## config.mk

```make
export PLATFORM = sky130hd
export DESIGN_NAME = tlsf_class
export DESIGN_NICKNAME = d
export VERILOG_FILES = /design/src/design/tlsf_pkg.sv /design/src/design/tlsf_class.sv
export SDC_FILE = /design/constraint.sdc
export NUM_CORES = 1
export LEC_CHECK = 0
export ABC_AREA = 1
export BUFFER_PORTS_ARGS = -buffer_cell sky130_fd_sc_hd__buf_4
export CAP_MARGIN = 10
export CORE_ASPECT_RATIO = 1.5
export CORE_MARGIN = 2
export CORE_UTILIZATION = 30
export DETAILED_ROUTE_END_ITERATION = 6
export PLACE_DENSITY = 0.62
export SLEW_MARGIN = 15
export SYNTH_ARGS = -nofsm -noshare
export SYNTH_HDL_FRONTEND = slang
export SYNTH_SLANG_ARGS = --single-unit
```

## constraint.sdc

```tcl
create_clock -name vclk -period 4.84
set_clock_uncertainty 0.1 [all_clocks]
set_input_delay 0.242 -clock vclk [all_inputs]
set_output_delay 0.242 -clock vclk [all_outputs]
set_load 0.01 [all_outputs]
```

## src/design/tlsf_pkg.sv

```systemverilog
// Shared types, constants and bit-scan helpers of the segregated fit allocator.
// No dependencies; used by tlsf_class, tlsf_bitmap and the top level.
package tlsf_pkg;

  localparam int unsigned PoolBytes    = 65536;
  localparam int unsigned GranuleBytes = 8;
  localparam int unsigned HeaderBytes  = 32;
  localparam int unsigned MinBlock     = 32;
  localparam int unsigned SlBits       = 4;
  localparam int unsigned FlClasses    = 32;
  localparam int unsigned SmallLimit   = 128;

  localparam int unsigned Granules   = PoolBytes / GranuleBytes;
  localparam int unsigned GW         = $clog2(Granules);        // granule index width
  localparam int unsigned LW         = GW + 1;                  // link width, NIL included
  localparam int unsigned FlW        = $clog2(FlClasses);
  localparam int unsigned L2Count    = 1 << SlBits;
  localparam int unsigned ClassCount = FlClasses * L2Count;
  localparam int unsigned CW         = $clog2(ClassCount);
  localparam int unsigned HdrGran    = HeaderBytes / GranuleBytes;
  localparam int unsigned BigBytes   = ((PoolBytes - 3 * HeaderBytes) / GranuleBytes)
                                       * GranuleBytes;
  localparam int unsigned TailGran   = HdrGran + HdrGran + BigBytes / GranuleBytes;

  localparam logic [LW-1:0] Nil = LW'(Granules);

  // request actions
  localparam logic ActAlloc = 1'b0;
  localparam logic ActFree  = 1'b1;

  // result status codes
  localparam logic [1:0] StOk    = 2'd0;
  localparam logic [1:0] StNoFit = 2'd1;
  localparam logic [1:0] StZero  = 2'd2;

  // block header as stored in the header memory
  typedef struct packed {
    logic        valid;
    logic        free;
    logic        pfree;
    logic [15:0] size;
  } hdr_t;

  typedef struct packed {
    logic [FlW-1:0]    fl;
    logic [SlBits-1:0] sl;
    logic [4:0]        tb;
  } cls_t;

  typedef struct packed {
    logic              set;
    logic              clr;
    logic [FlW-1:0]    fl;
    logic [SlBits-1:0] sl;
  } bm_cmd_t;

  function automatic logic [4:0] top_bit17(input logic [16:0] w);
    logic [4:0] r;
    r = '0;
    for (int i = 0; i < 17; i++) begin
      if (w[i]) r = 5'(i);
    end
    return r;
  endfunction

  function automatic logic [SlBits-1:0] low_bit16(input logic [L2Count-1:0] w);
    logic [SlBits-1:0] r;
    r = '0;
    for (int i = L2Count - 1; i >= 0; i--) begin
      if (w[i]) r = SlBits'(i);
    end
    return r;
  endfunction

  function automatic logic [FlW-1:0] low_bit32(input logic [FlClasses-1:0] w);
    logic [FlW-1:0] r;
    r = '0;
    for (int i = FlClasses - 1; i >= 0; i--) begin
      if (w[i]) r = FlW'(i);
    end
    return r;
  endfunction

endpackage

```

## src/design/tlsf_class.sv

```systemverilog
// Size class mapper: first-level and second-level class of a size.
// Depends on tlsf_pkg.
module tlsf_class (
  input  logic [16:0]         size_i,
  output tlsf_pkg::cls_t      cls_o
);

  logic [4:0]  tb;
  logic [16:0] sh;

  always_comb begin
    tb = tlsf_pkg::top_bit17(size_i);
    sh = size_i >> (tb - 5'(tlsf_pkg::SlBits));
    cls_o.tb = tb;
    if (size_i < 17'(tlsf_pkg::SmallLimit)) begin
      // small sizes share class 0 in steps of 8
      cls_o.fl = '0;
      cls_o.sl = size_i[6:3];
    end else begin
      cls_o.fl = tb[tlsf_pkg::FlW-1:0];
      cls_o.sl = sh[tlsf_pkg::SlBits-1:0];
    end
  end

endmodule

```

Word-level counts from Yosys, hierarchy flattened. Index checks and enable logic that the tools add are counted.

Register bits after elaboration: 0. Input bits: 17. Word-level logic and storage cells: 20.

Shift-type cells: 1. Order comparisons: 1. Mux-type cells: 17. Add/sub/neg operators: 1.

Operators by type and width (count): $mux 5 (15); $lt 17x8->1 const B (1); $shr 17x5->4 (1); $mux 9 (1); $sub 5x3->5 const B (1); $mux 1 (1).

Longest topological paths before layout.
Depth after elaboration: 19. Depth in mapped cells: 23. Mapped depth without buffers: 23.

Least setup slack after synthesis. No wires, ideal clock.

Path type: input-to-output. Start point: input size_i[11]. End point: output cls_o[6] in the netlist's numbering. Data required time: 4.498 ns. Path slack: 2.383 ns. Data arrival time: 2.115 ns. Stages on the path: 11. Cell sequence: nor2_1 nand3_1 a21oi_2 clkinv_1 ha_1 buf_4 o31ai_1 inv_1 a21oi_1 nand2_1 nand2_1.

RTL lines: from (decl) (line tlsf_class.sv:4) `input logic [16:0] size_i,`; to (decl) (line tlsf_class.sv:5) `output tlsf_pkg::cls_t cls_o`.

==> run metrics <==
Critical Path AT 2.47 ns; Min Hold Slack 0.6773 ns; final hold violations 0; CP bufs+invs 4; first-iteration detailed-routing DRC count 33; Die ar. 0.003130 mm²; cell count after placement 230; worst path required time 4.50 ns; Ant. Diodes 0; ordered cell list for the critical path buf_4 -> nor2_1 -> nand3_1 -> a21oi_2 -> clkinv_1 -> ha_1 -> o31ai_1 -> inv_1 -> a21oi_1 -> nand2_1 -> nand2_1 -> buf_4; critical path launch point type primary input; delay-heaviest family, CP compound AO/OA/AOI/OAI gates; design area 0.001026 mm²; Final Setup Violations 0; flip-flop and latch count 0; critical path fanouts, max 9; Synthesized Nets 189; maximum clock frequency 355.5 MHz; Int Pwr 0.04822 mW; max-slew violation count 0; total track usage 0.1880; Lkg Pwr 0.6022 nW; share of cells above drive strength 1 0.2073; Boundary Pins 31; Worst VDD drop 0.04455 mV; RSZ-0062 raised after global routing no; DRC viols 0; Routed Wire Length 2665 µm; Routed Antenna Nets 0; relative slew slack 0.5845; Clk pwr share 0; first-pass GRT wire length 4519 µm; Storage cell area 0 µm²; cell count after synthesis 171; CP Capture Type primary output; Slowest cell on crit path ha_1; min cycle time layout 2.813 ns; DP HPWL 2120 µm; Die Height 67.52 µm; Fin Setup TNS 0 ns; Synth Warn # 0; Initial Util 0.3082; pwr/cell area 114.3 mW/mm²; Area Overhead vs Synth 27.13%; crit share post-route 0.5812; cell area after synthesis 807.0 µm²; Final #Nets 213; cts repair resizes 0; GP Congestion 0.9332; hold crit path type primary input to primary output; switch share 0.5887; drt wl/cell 11.59 µm; number of max-cap violations 0; placed cell area 0.001026 mm²; aggregate global routing overflow 0; port buffer count 31; vias in the first global route 1048; Core ar. 0.002619 mm²; Crit Path Class primary input to primary output; antenna violations before repair 0; Via Count 1134; Comb power frac 1.000; router iterations before antenna repair 4; Rows 23; postcts setup bufs 0; Post-CTS Hold Buffers 0; Die W 46.35 µm; crit path setup slack, layout 2.027 ns; sequential share of the synthesized area 0; dpl ws 2.044 ns; Vias/cell 4.930; Finished Layout Cells 230; Switch Pwr 0.06902 mW; largest stage delay on the critical path 0.48 ns; Slew @ Worst Pin 0.6231 ns; largest net degree at the start of global routing 17; clock buffer count 0; syn_area_per_cell 4.719 µm²; synth unique cells 22; sequential power share 0; status finished, final reports clean
[path summary, 6_finish.rpt]
check	start	end	slack, ns	cells after the start
setup / recovery	size_i[8]	cls_o[6]	2.03	12
hold / removal	size_i[16]	cls_o[13]	0.68	2
[per-layer routing]
layer	global-route usage	part of all wire	vias up
met5	0	0	-
met4	0.02857	0.015	0
met3	0.008021	0.036	6
met2	0.3542	0.53	26
met1	0.2286	0.42	503
li1	-	-	599
[cell type report]
type	instances	area, µm²
multi-input cells	138	656.9
repair buffers	31	232.7
fillers	321	1593
inverters	24	90.09
well taps	37	46.29
[kinds of logic (layout without fill, tap and decap cells)]
family | count (synthesis) | after routing | share of synthesized area
xor gates and xnor gates | 1 | 1 | 0.01085
buffers and inverters | 33 | 55 | 0.1860
adders and majority gates | 1 | 1 | 0.01550
AOI/OAI and AO/OA | 15 | 15 | 0.1147
and+or+nand+nor | 121 | 121 | 0.6729
[cell usage in the layout, fill, tap and decap left out, drive strengths merged]
master   n
o21ai    5
nand3   49
buf     31
and3     1
ha       1
clkinv   1
nor2    11
o31ai    1
inv     23
o211ai   3
a21oi    6
xnor2    1
nand2   60
[power groups by stage]
stage / combinational (mW) / clock (mW) / sequential (mW)
CTS: 0.117 / 0 / 0
global route: 0.132 / 0 / 0
global placement: 0.117 / 0 / 0
detailed placement: 0.117 / 0 / 0
finish: 0.117 / 0 / 0
floorplan: 0.0771 / 0 / 0
[metrics by stage]
stage                       util  power, mW
final                     0.3918     0.1172
after global routing      0.3918     0.1324
after CTS                 0.3918     0.1174
after detailed placement  0.3918     0.1170
after global placement    0.3918     0.1169
after floorplan                -    0.07708
[Yosys cell counts (3+ instances only)]
cell type | number | share of area
o211ai_1 | 3 | 0.028
a21oi_1 | 5 | 0.031
nor2_1 | 11 | 0.051
nand2_2 | 4 | 0.031
nand2_1 | 54 | 0.25
inv_1 | 22 | 0.10
buf_2 | 3 | 0.019
nand3_1 | 49 | 0.30
Note: power is estimated with default switching activity, not from simulation.
