**src/design/tlsf_pkg.sv**
```systemverilog
// Shared types, constants and bit-scan helpers of the segregated fit allocator.
// No dependencies; used by tlsf_class, tlsf_bitmap and the top level.
package tlsf_pkg;

  localparam int unsigned PoolBytes    = 65536;
  localparam int unsigned GranuleBytes = 8;
  localparam int unsigned HeaderBytes  = 32;
  localparam int unsigned MinBlock     = 32;
  localparam int unsigned SlBits       = 4;
  localparam int unsigned FlClasses    = 32;
  localparam int unsigned SmallLimit   = 128;

  localparam int unsigned Granules   = PoolBytes / GranuleBytes;
  localparam int unsigned GW         = $clog2(Granules);        // granule index width
  localparam int unsigned LW         = GW + 1;                  // link width, NIL included
  localparam int unsigned FlW        = $clog2(FlClasses);
  localparam int unsigned L2Count    = 1 << SlBits;
  localparam int unsigned ClassCount = FlClasses * L2Count;
  localparam int unsigned CW         = $clog2(ClassCount);
  localparam int unsigned HdrGran    = HeaderBytes / GranuleBytes;
  localparam int unsigned BigBytes   = ((PoolBytes - 3 * HeaderBytes) / GranuleBytes)
                                       * GranuleBytes;
  localparam int unsigned TailGran   = HdrGran + HdrGran + BigBytes / GranuleBytes;

  localparam logic [LW-1:0] Nil = LW'(Granules);

  // request actions
  localparam logic ActAlloc = 1'b0;
  localparam logic ActFree  = 1'b1;

  // result status codes
  localparam logic [1:0] StOk    = 2'd0;
  localparam logic [1:0] StNoFit = 2'd1;
  localparam logic [1:0] StZero  = 2'd2;

  // block header as stored in the header memory
  typedef struct packed {
    logic        valid;
    logic        free;
    logic        pfree;
    logic [15:0] size;
  } hdr_t;

  typedef struct packed {
    logic [FlW-1:0]    fl;
    logic [SlBits-1:0] sl;
    logic [4:0]        tb;
  } cls_t;

  typedef struct packed {
    logic              set;
    logic              clr;
    logic [FlW-1:0]    fl;
    logic [SlBits-1:0] sl;
  } bm_cmd_t;

  function automatic logic [4:0] top_bit17(input logic [16:0] w);
    logic [4:0] r;
    r = '0;
    for (int i = 0; i < 17; i++) begin
      if (w[i]) r = 5'(i);
    end
    return r;
  endfunction

  function automatic logic [SlBits-1:0] low_bit16(input logic [L2Count-1:0] w);
    logic [SlBits-1:0] r;
    r = '0;
    for (int i = L2Count - 1; i >= 0; i--) begin
      if (w[i]) r = SlBits'(i);
    end
    return r;
  endfunction

  function automatic logic [FlW-1:0] low_bit32(input logic [FlClasses-1:0] w);
    logic [FlW-1:0] r;
    r = '0;
    for (int i = FlClasses - 1; i >= 0; i--) begin
      if (w[i]) r = FlW'(i);
    end
    return r;
  endfunction

endpackage

```
**src/design/tlsf_bitmap.sv**
```systemverilog
// First-level and second-level occupancy bitmaps with set and clear commands.
// Depends on tlsf_pkg.
module tlsf_bitmap (
  input  logic                                clk_i,
  input  logic                                rst_ni,
  input  tlsf_pkg::bm_cmd_t                   cmd_i,
  input  logic [tlsf_pkg::FlW-1:0]            rd_fl_i,
  output logic [tlsf_pkg::L2Count-1:0]        row_o,
  output logic [tlsf_pkg::FlClasses-1:0]      fl_map_o
);

  logic [tlsf_pkg::L2Count-1:0]   sl_map_q [tlsf_pkg::FlClasses];
  logic [tlsf_pkg::FlClasses-1:0] fl_map_q;
  logic [tlsf_pkg::FlW-1:0]       idx;
  logic [tlsf_pkg::L2Count-1:0]   bit_sel;
  logic [tlsf_pkg::L2Count-1:0]   cleared;

  always_comb begin
    idx     = (cmd_i.set || cmd_i.clr) ? cmd_i.fl : rd_fl_i;
    row_o   = sl_map_q[idx];
    bit_sel = tlsf_pkg::L2Count'(1) << cmd_i.sl;
    cleared = row_o & ~bit_sel;
  end

  assign fl_map_o = fl_map_q;

  always_ff @(posedge clk_i or negedge rst_ni) begin
    if (!rst_ni) begin
      fl_map_q <= '0;
      for (int i = 0; i < tlsf_pkg::FlClasses; i++) sl_map_q[i] <= '0;
    end else if (cmd_i.set) begin
      sl_map_q[cmd_i.fl] <= row_o | bit_sel;
      fl_map_q[cmd_i.fl] <= 1'b1;
    end else if (cmd_i.clr) begin
      sl_map_q[cmd_i.fl] <= cleared;
      if (cleared == '0) fl_map_q[cmd_i.fl] <= 1'b0;
    end
  end

endmodule

```
**config.mk**
```make
export PLATFORM = sky130hd
export DESIGN_NAME = tlsf_bitmap
export DESIGN_NICKNAME = d
export VERILOG_FILES = /design/src/design/tlsf_pkg.sv /design/src/design/tlsf_bitmap.sv
export SDC_FILE = /design/constraint.sdc
export NUM_CORES = 1
export LEC_CHECK = 0
export BUFFER_PORTS_ARGS = -buffer_cell sky130_fd_sc_hd__buf_2
export CAP_MARGIN = 5
export CORE_ASPECT_RATIO = 2
export CORE_UTILIZATION = 55
export DETAILED_ROUTE_END_ITERATION = 8
export PLACE_DENSITY_LB_ADDON = 0.12
export SYNTH_ARGS = -nofsm -noshare
export SYNTH_HDL_FRONTEND = slang
export SYNTH_SLANG_ARGS = --single-unit
```
**constraint.sdc**
```tcl
create_clock -name clk_i -period 5.2 [get_ports clk_i]
set_input_delay 0.52 -clock clk_i [delete_from_list [all_inputs] [get_ports clk_i]]
set_output_delay 0.52 -clock clk_i [all_outputs]
set_load 0.005 [all_outputs]
```
# == After elaboration in Yosys (flattened, before gate mapping) ==
# Cells that the tools add are included.
# totals
ff_bits,544
input_bits,18
output_inout_bits,48
wordCells,69
# op_classes
n_lt_le_gt_ge,5
shifts,1
mux,15
n_bitwise,8
n_reduce_logical,7
# ops
cell,count
$bwmux 512,2
$mux 512,2
$mux 32,3
$bmux 16 s5,1
$demux 16 s5,1
$mux 16,3
$and 32x32->32,1
$not 32->32,1
$or 32x32->32,1
$and 16x16->16,1
$logic_not 16->1,1
$not 16->16,1
$or 16x16->16,1
$shl 1x4->16 const A,1
$ge 6x6->1 const B,2
$not 5->6,2
$lt 5x6->1 const B,1
$lt 6x1->1 const B,1
$demux 1 s5,1
$ge 5x1->1 const B,1
$mux 5,1
$reduce_bool 2->1,2
$logic_and 1x1->1,2
$reduce_and 2->1,1
2 further kinds,2

# == Logic depth before layout (Yosys ltp) ==
# depth
word_depth,11
depth_mapped,14
ltp_nobuf,9

# == Worst setup path before layout ==
# No wires, ideal clock.
# synth_path
kind,input -> register
start,input port rd_fl_i[0] (netlist bit)
end,register with a tool-made name
setup_time_ns,0.121
arrival_ns,2.995
required_time_ns,5.079
path_slack_ns,2.084
path_stages,12
n_path_buf,3
path_cell_list,buf_2 -> or3b_4 -> nand2_4 -> clkbuf_1 -> mux2_2 -> o22ai_1 -> o21ai_0 -> and4_1 -> a211oi_1 -> nand4b_2 -> buf_2 -> o22a_1
# synth_lines
element,line,text
from (decl),tlsf_bitmap.sv:7,"input logic [tlsf_pkg::FlW-1:0] rd_fl_i,"

# == Worst setup path after layout ==
# layout_path
start,input port cmd_i[6] (netlist bit)
end,output port row_o[13] (netlist bit)
# layout_via
elab_chain_len,5
# layout_rtl
element,line,text
from (decl),tlsf_bitmap.sv:6,"input tlsf_pkg::bm_cmd_t cmd_i,"
$mux 5,tlsf_bitmap.sv:19,idx = (cmd_i.set || cmd_i.clr) ? cmd_i.fl : rd_fl_i;
$not 5->6 (not written as such),tlsf_bitmap.sv:20,row_o = sl_map_q[idx];
$bmux 16 s5,tlsf_bitmap.sv:20,
$mux 16 (not written as such) (2 in series),tlsf_bitmap.sv:20,
to (decl),tlsf_bitmap.sv:8,"output logic [tlsf_pkg::L2Count-1:0] row_o,"
# No other way between the ends. The select of a mux whose other input is x is not followed.

==> metrics <==
Setup WS pre-CTS about 760 ps; unique cell type count in the Yosys netlist between 50 and 60; via/cell ratio approximately 6.3; Worst EP arrival between 3000 and 4000 ps; starting density of the core 0.555; CTS Buf Count 50; Crit Path Max Fanout 25; post-CTS setup buffer count 0; Largest register FFs 512; Seq/Total Area, Yosys 0.483; mapped cell area roughly 28,000 sq um; M1 WL approximately 35,000 um; largest net degree at the start of global routing roughly 150; RSZ-0062 raised after global routing false; Hold Slack approximately 470 ps; initial antenna violation count 1; GRT Overall Usage 0.353; P per Cell Area around 420 nW/um^2; Fmax ~0.23 GHz; Top FF cell, synth dfrtp_1; Core ar. slightly above 50,000 sq um; Crit path largest cell delay roughly 690 ps; Top-Level Pins 66; synth warn 0; largest reg by FF count sl_map_q; vias in the first global route about 23,000; Top Layer Used met4; number of synthesized register bits about 540; latest clock arrival within the worst-skew pair around 610 ps; Final WS setup 865 ps; Largest regs sl_map_q: 512 flops; main combinational cell family by area after synthesis compound AO/OA/AOI/OAI gates; chip height roughly 320 um; Rows between 100 and 150; Post-Syn Nets slightly above 3,000; worst endpoint required time approximately 4700 ps; EDFF count, synth 0; WL met3 ~5500 um; wirelength, routed between 90,000 and 100,000 um; FILL cells ~4,400; die width around 160 um; H-tree depth 2; Crit Path Class in2out; Post-Synthesis Cells slightly above 3,000; CP Capture Type output port; grt ovf 0; Port Buffers 65; CTS root buf clkbuf_16; Post-Synth Adder-Cell Area 0; PostCTS Resize Cnt 0; Setup Viol. Count Final 0; global-route wire length before repair around 140,000 um; # Max-Cap Violations 0; CTS tree yes; CTS sink count 544; crit share post-route 0.834; CP max-delay cell o21ai_0; VDD IR max roughly 0.36 mV; mux share of post-synthesis cell area 0.140; clock skew around 27 ps; drt initial violations between 2,000 and 2,500; die area around 52,000 sq um; Relative slew margins 0.157; Placer Congestion roughly 0.95; clk slew on worst S/H paths about 50 ps; Post-synth ARST share 1.00; Synth Area in Compound Gates 0.179; met2 WL between 40,000 and 50,000 um; Leakage around 14 nW; antenna viol nets, final 0; shortest clock period the worst path allows after layout between 4000 and 5000 ps; TritonRoute pass-1 iters 7; Post-Synth XOR/XNOR Area 0; startpoint types input pin; Layout area overhead 9.95%; Post-DP HPWL 57,500 um; outcome finished, final reports clean; Hold Path Class reg2reg; vias 23,304; post-synthesis simple-gate area fraction 0.152; DRC 0; actual slew at the worst max-slew pin between 1000 and 1500 ps; Final Util 0.610; CP cell instances buf_2 -> inv_1 -> a31oi_4 -> buf_4 -> o22ai_1 -> o21ai_0 -> buf_4 -> and4_1 -> buf_2; Layout Nets 3,043; Pins Over Slew Limit 0; share of cells above drive strength 1 0.109; WP buf/inv 5; Hold Vio Cnt, Final 0; post-route setup TNS 0 ps; critical path's top delay family buffers and inverters; WL/cell between 20 and 25 um; Longest Clk Path Bufs 3; Syn Area/Cell between 9 and 10 sq um
==> layout by cell type (no fill, tap or decap), types with 3 or more instances in the layout <==
cell type,instances
mux2i_1,368
clkbuf_16,51
and4_1,10
a211oi_1,96
nand4_1,14
o22a_1,32
clkbuf_8,14
nor2b_1,8
a21oi_2,6
inv_1,9
o32ai_1,79
a21boi_2,3
nand2b_1,8
buf_2,62
a31oi_4,4
dfrtp_1,544
clkinv_2,11
nor3_1,30
and3_1,81
clkbuf_1,11
nand2_1,584
a21oi_1,16
nand3_1,6
mux2i_2,7
o41ai_1,20
o21ai_1,5
and2_1,13
buf_12,14
nand2_2,6
nor2_1,219
o21ai_0,555
a31oi_1,4
mux2_2,16
buf_4,116
o22ai_1,9
==> worst register-to-register path: stages (launching register included) <==
cell and delay (ps):
dfrtp_1 400, mux2i_1 200, nor2_1 60, o32ai_1 230
o21ai_0 250, buf_4 230, nand4_1 240, nor2_1 120
a21oi_2 910, buf_4 310, o21ai_0 110
==> logic make-up (layout without fill, tap and decap cells) <==
| family | count (synthesis) | after routing |
|---|---|---|
| buffers and inverters | 297 | 296 |
| multiplexers | 391 | 391 |
| other | 0 | 2 |
| AO/OA/AOI/OAI | 837 | 837 |
| AND/OR/NAND/NOR | 996 | 996 |
| flip-flops | 544 | 544 |
==> through the flow <==
step           power (mW)  instance area (sq um)  std cells
2_1_floorplan        8.15                  28200       3065
3_3_place_gp         9.12                  29300       3626
3_5_place_dp         9.32                  29300       3626
4_1_cts              13.0                  31000       3718
5_1_grt              13.7                  31000       3718
6_report             13.0                  31000       3720
==> per-layer routing <==
layer / GRT usage / vias up
met3: 0.0537 / 286
met4: 0.226 / 0
met2: 0.590 / 834
met5: 0 / -
li1: - / 10714
met1: 0.423 / 11470
==> cells in the mapped netlist, types with 2 or more instances <==
master	count	area (sq um)
o22ai_1	9	56.3
a211oi_1	96	721
mux2_2	16	180
mux2i_1	375	3750
nand2b_1	8	50.1
and4_1	10	87.6
o21ai_0	555	2780
nor3_1	30	150
nand2_1	590	2210
nand3b_1	2	15.0
and2_1	13	81.3
o21ai_2	2	17.5
a31oi_2	3	37.5
inv_1	9	33.8
clkbuf_1	195	732
buf_4	15	113
dfrtp_1	544	13600
nor2b_1	8	50.1
a21oi_1	22	110
a21boi_0	3	22.5
a31oi_1	4	25.0
nor2_1	219	822
o41ai_1	20	175
o21ai_1	6	30.0
and3_1	81	507
o32ai_1	79	692
nand4_1	14	87.6
buf_6	10	113
buf_2	58	290
nor4b_1	2	17.5
nand3_1	6	30.0
buf_1	9	33.8
o22a_1	32	280
==> area by class of cell <==
cell class              instances  area, sq um  share of cell area
flip-flops and latches        544        13600               0.440
multi-input cells            2224        13400               0.431
repair buffers                196         1510              0.0489
clock buffers                  74         1480              0.0479
well taps                     654          818              0.0264
clock inverters                17          155             0.00501
inverters                       9         33.8             0.00109
diodes                          2         5.00            0.000162
==> path summary, 6_finish.rpt <==
check	startpoint	end	slack, ps	cells past startpoint
worst max-delay path	cmd_i[6]	row_o[13]	870	9
worst min-delay path	sl_map_q[429]	sl_map_q[429]	470	2
worst max register to register	sl_map_q[137]	sl_map_q[185]	2010	10
worst min register to register	sl_map_q[429]	sl_map_q[429]	470	2
max in group asynchronous	rst_ni	async pin	3310	3
min in group asynchronous	rst_ni	sl_map_q[43]	510	2
==> report_power, final <==
part,switching (mW),leakage (nW),internal (mW),total (mW)
logic,1.83,6.58,1.27,3.09
registers,0.793,6.91,5.39,6.18
clock network,1.66,0.811,2.08,3.73
total,4.28,14.3,8.73,13.0
==> repair_timing <==
action                                  CTS  global route
endpoints found under the hold margin    37             0
endpoints found under the setup margin    0             0
hold buffers                              1             0
(Power assumes the default switching activity.)
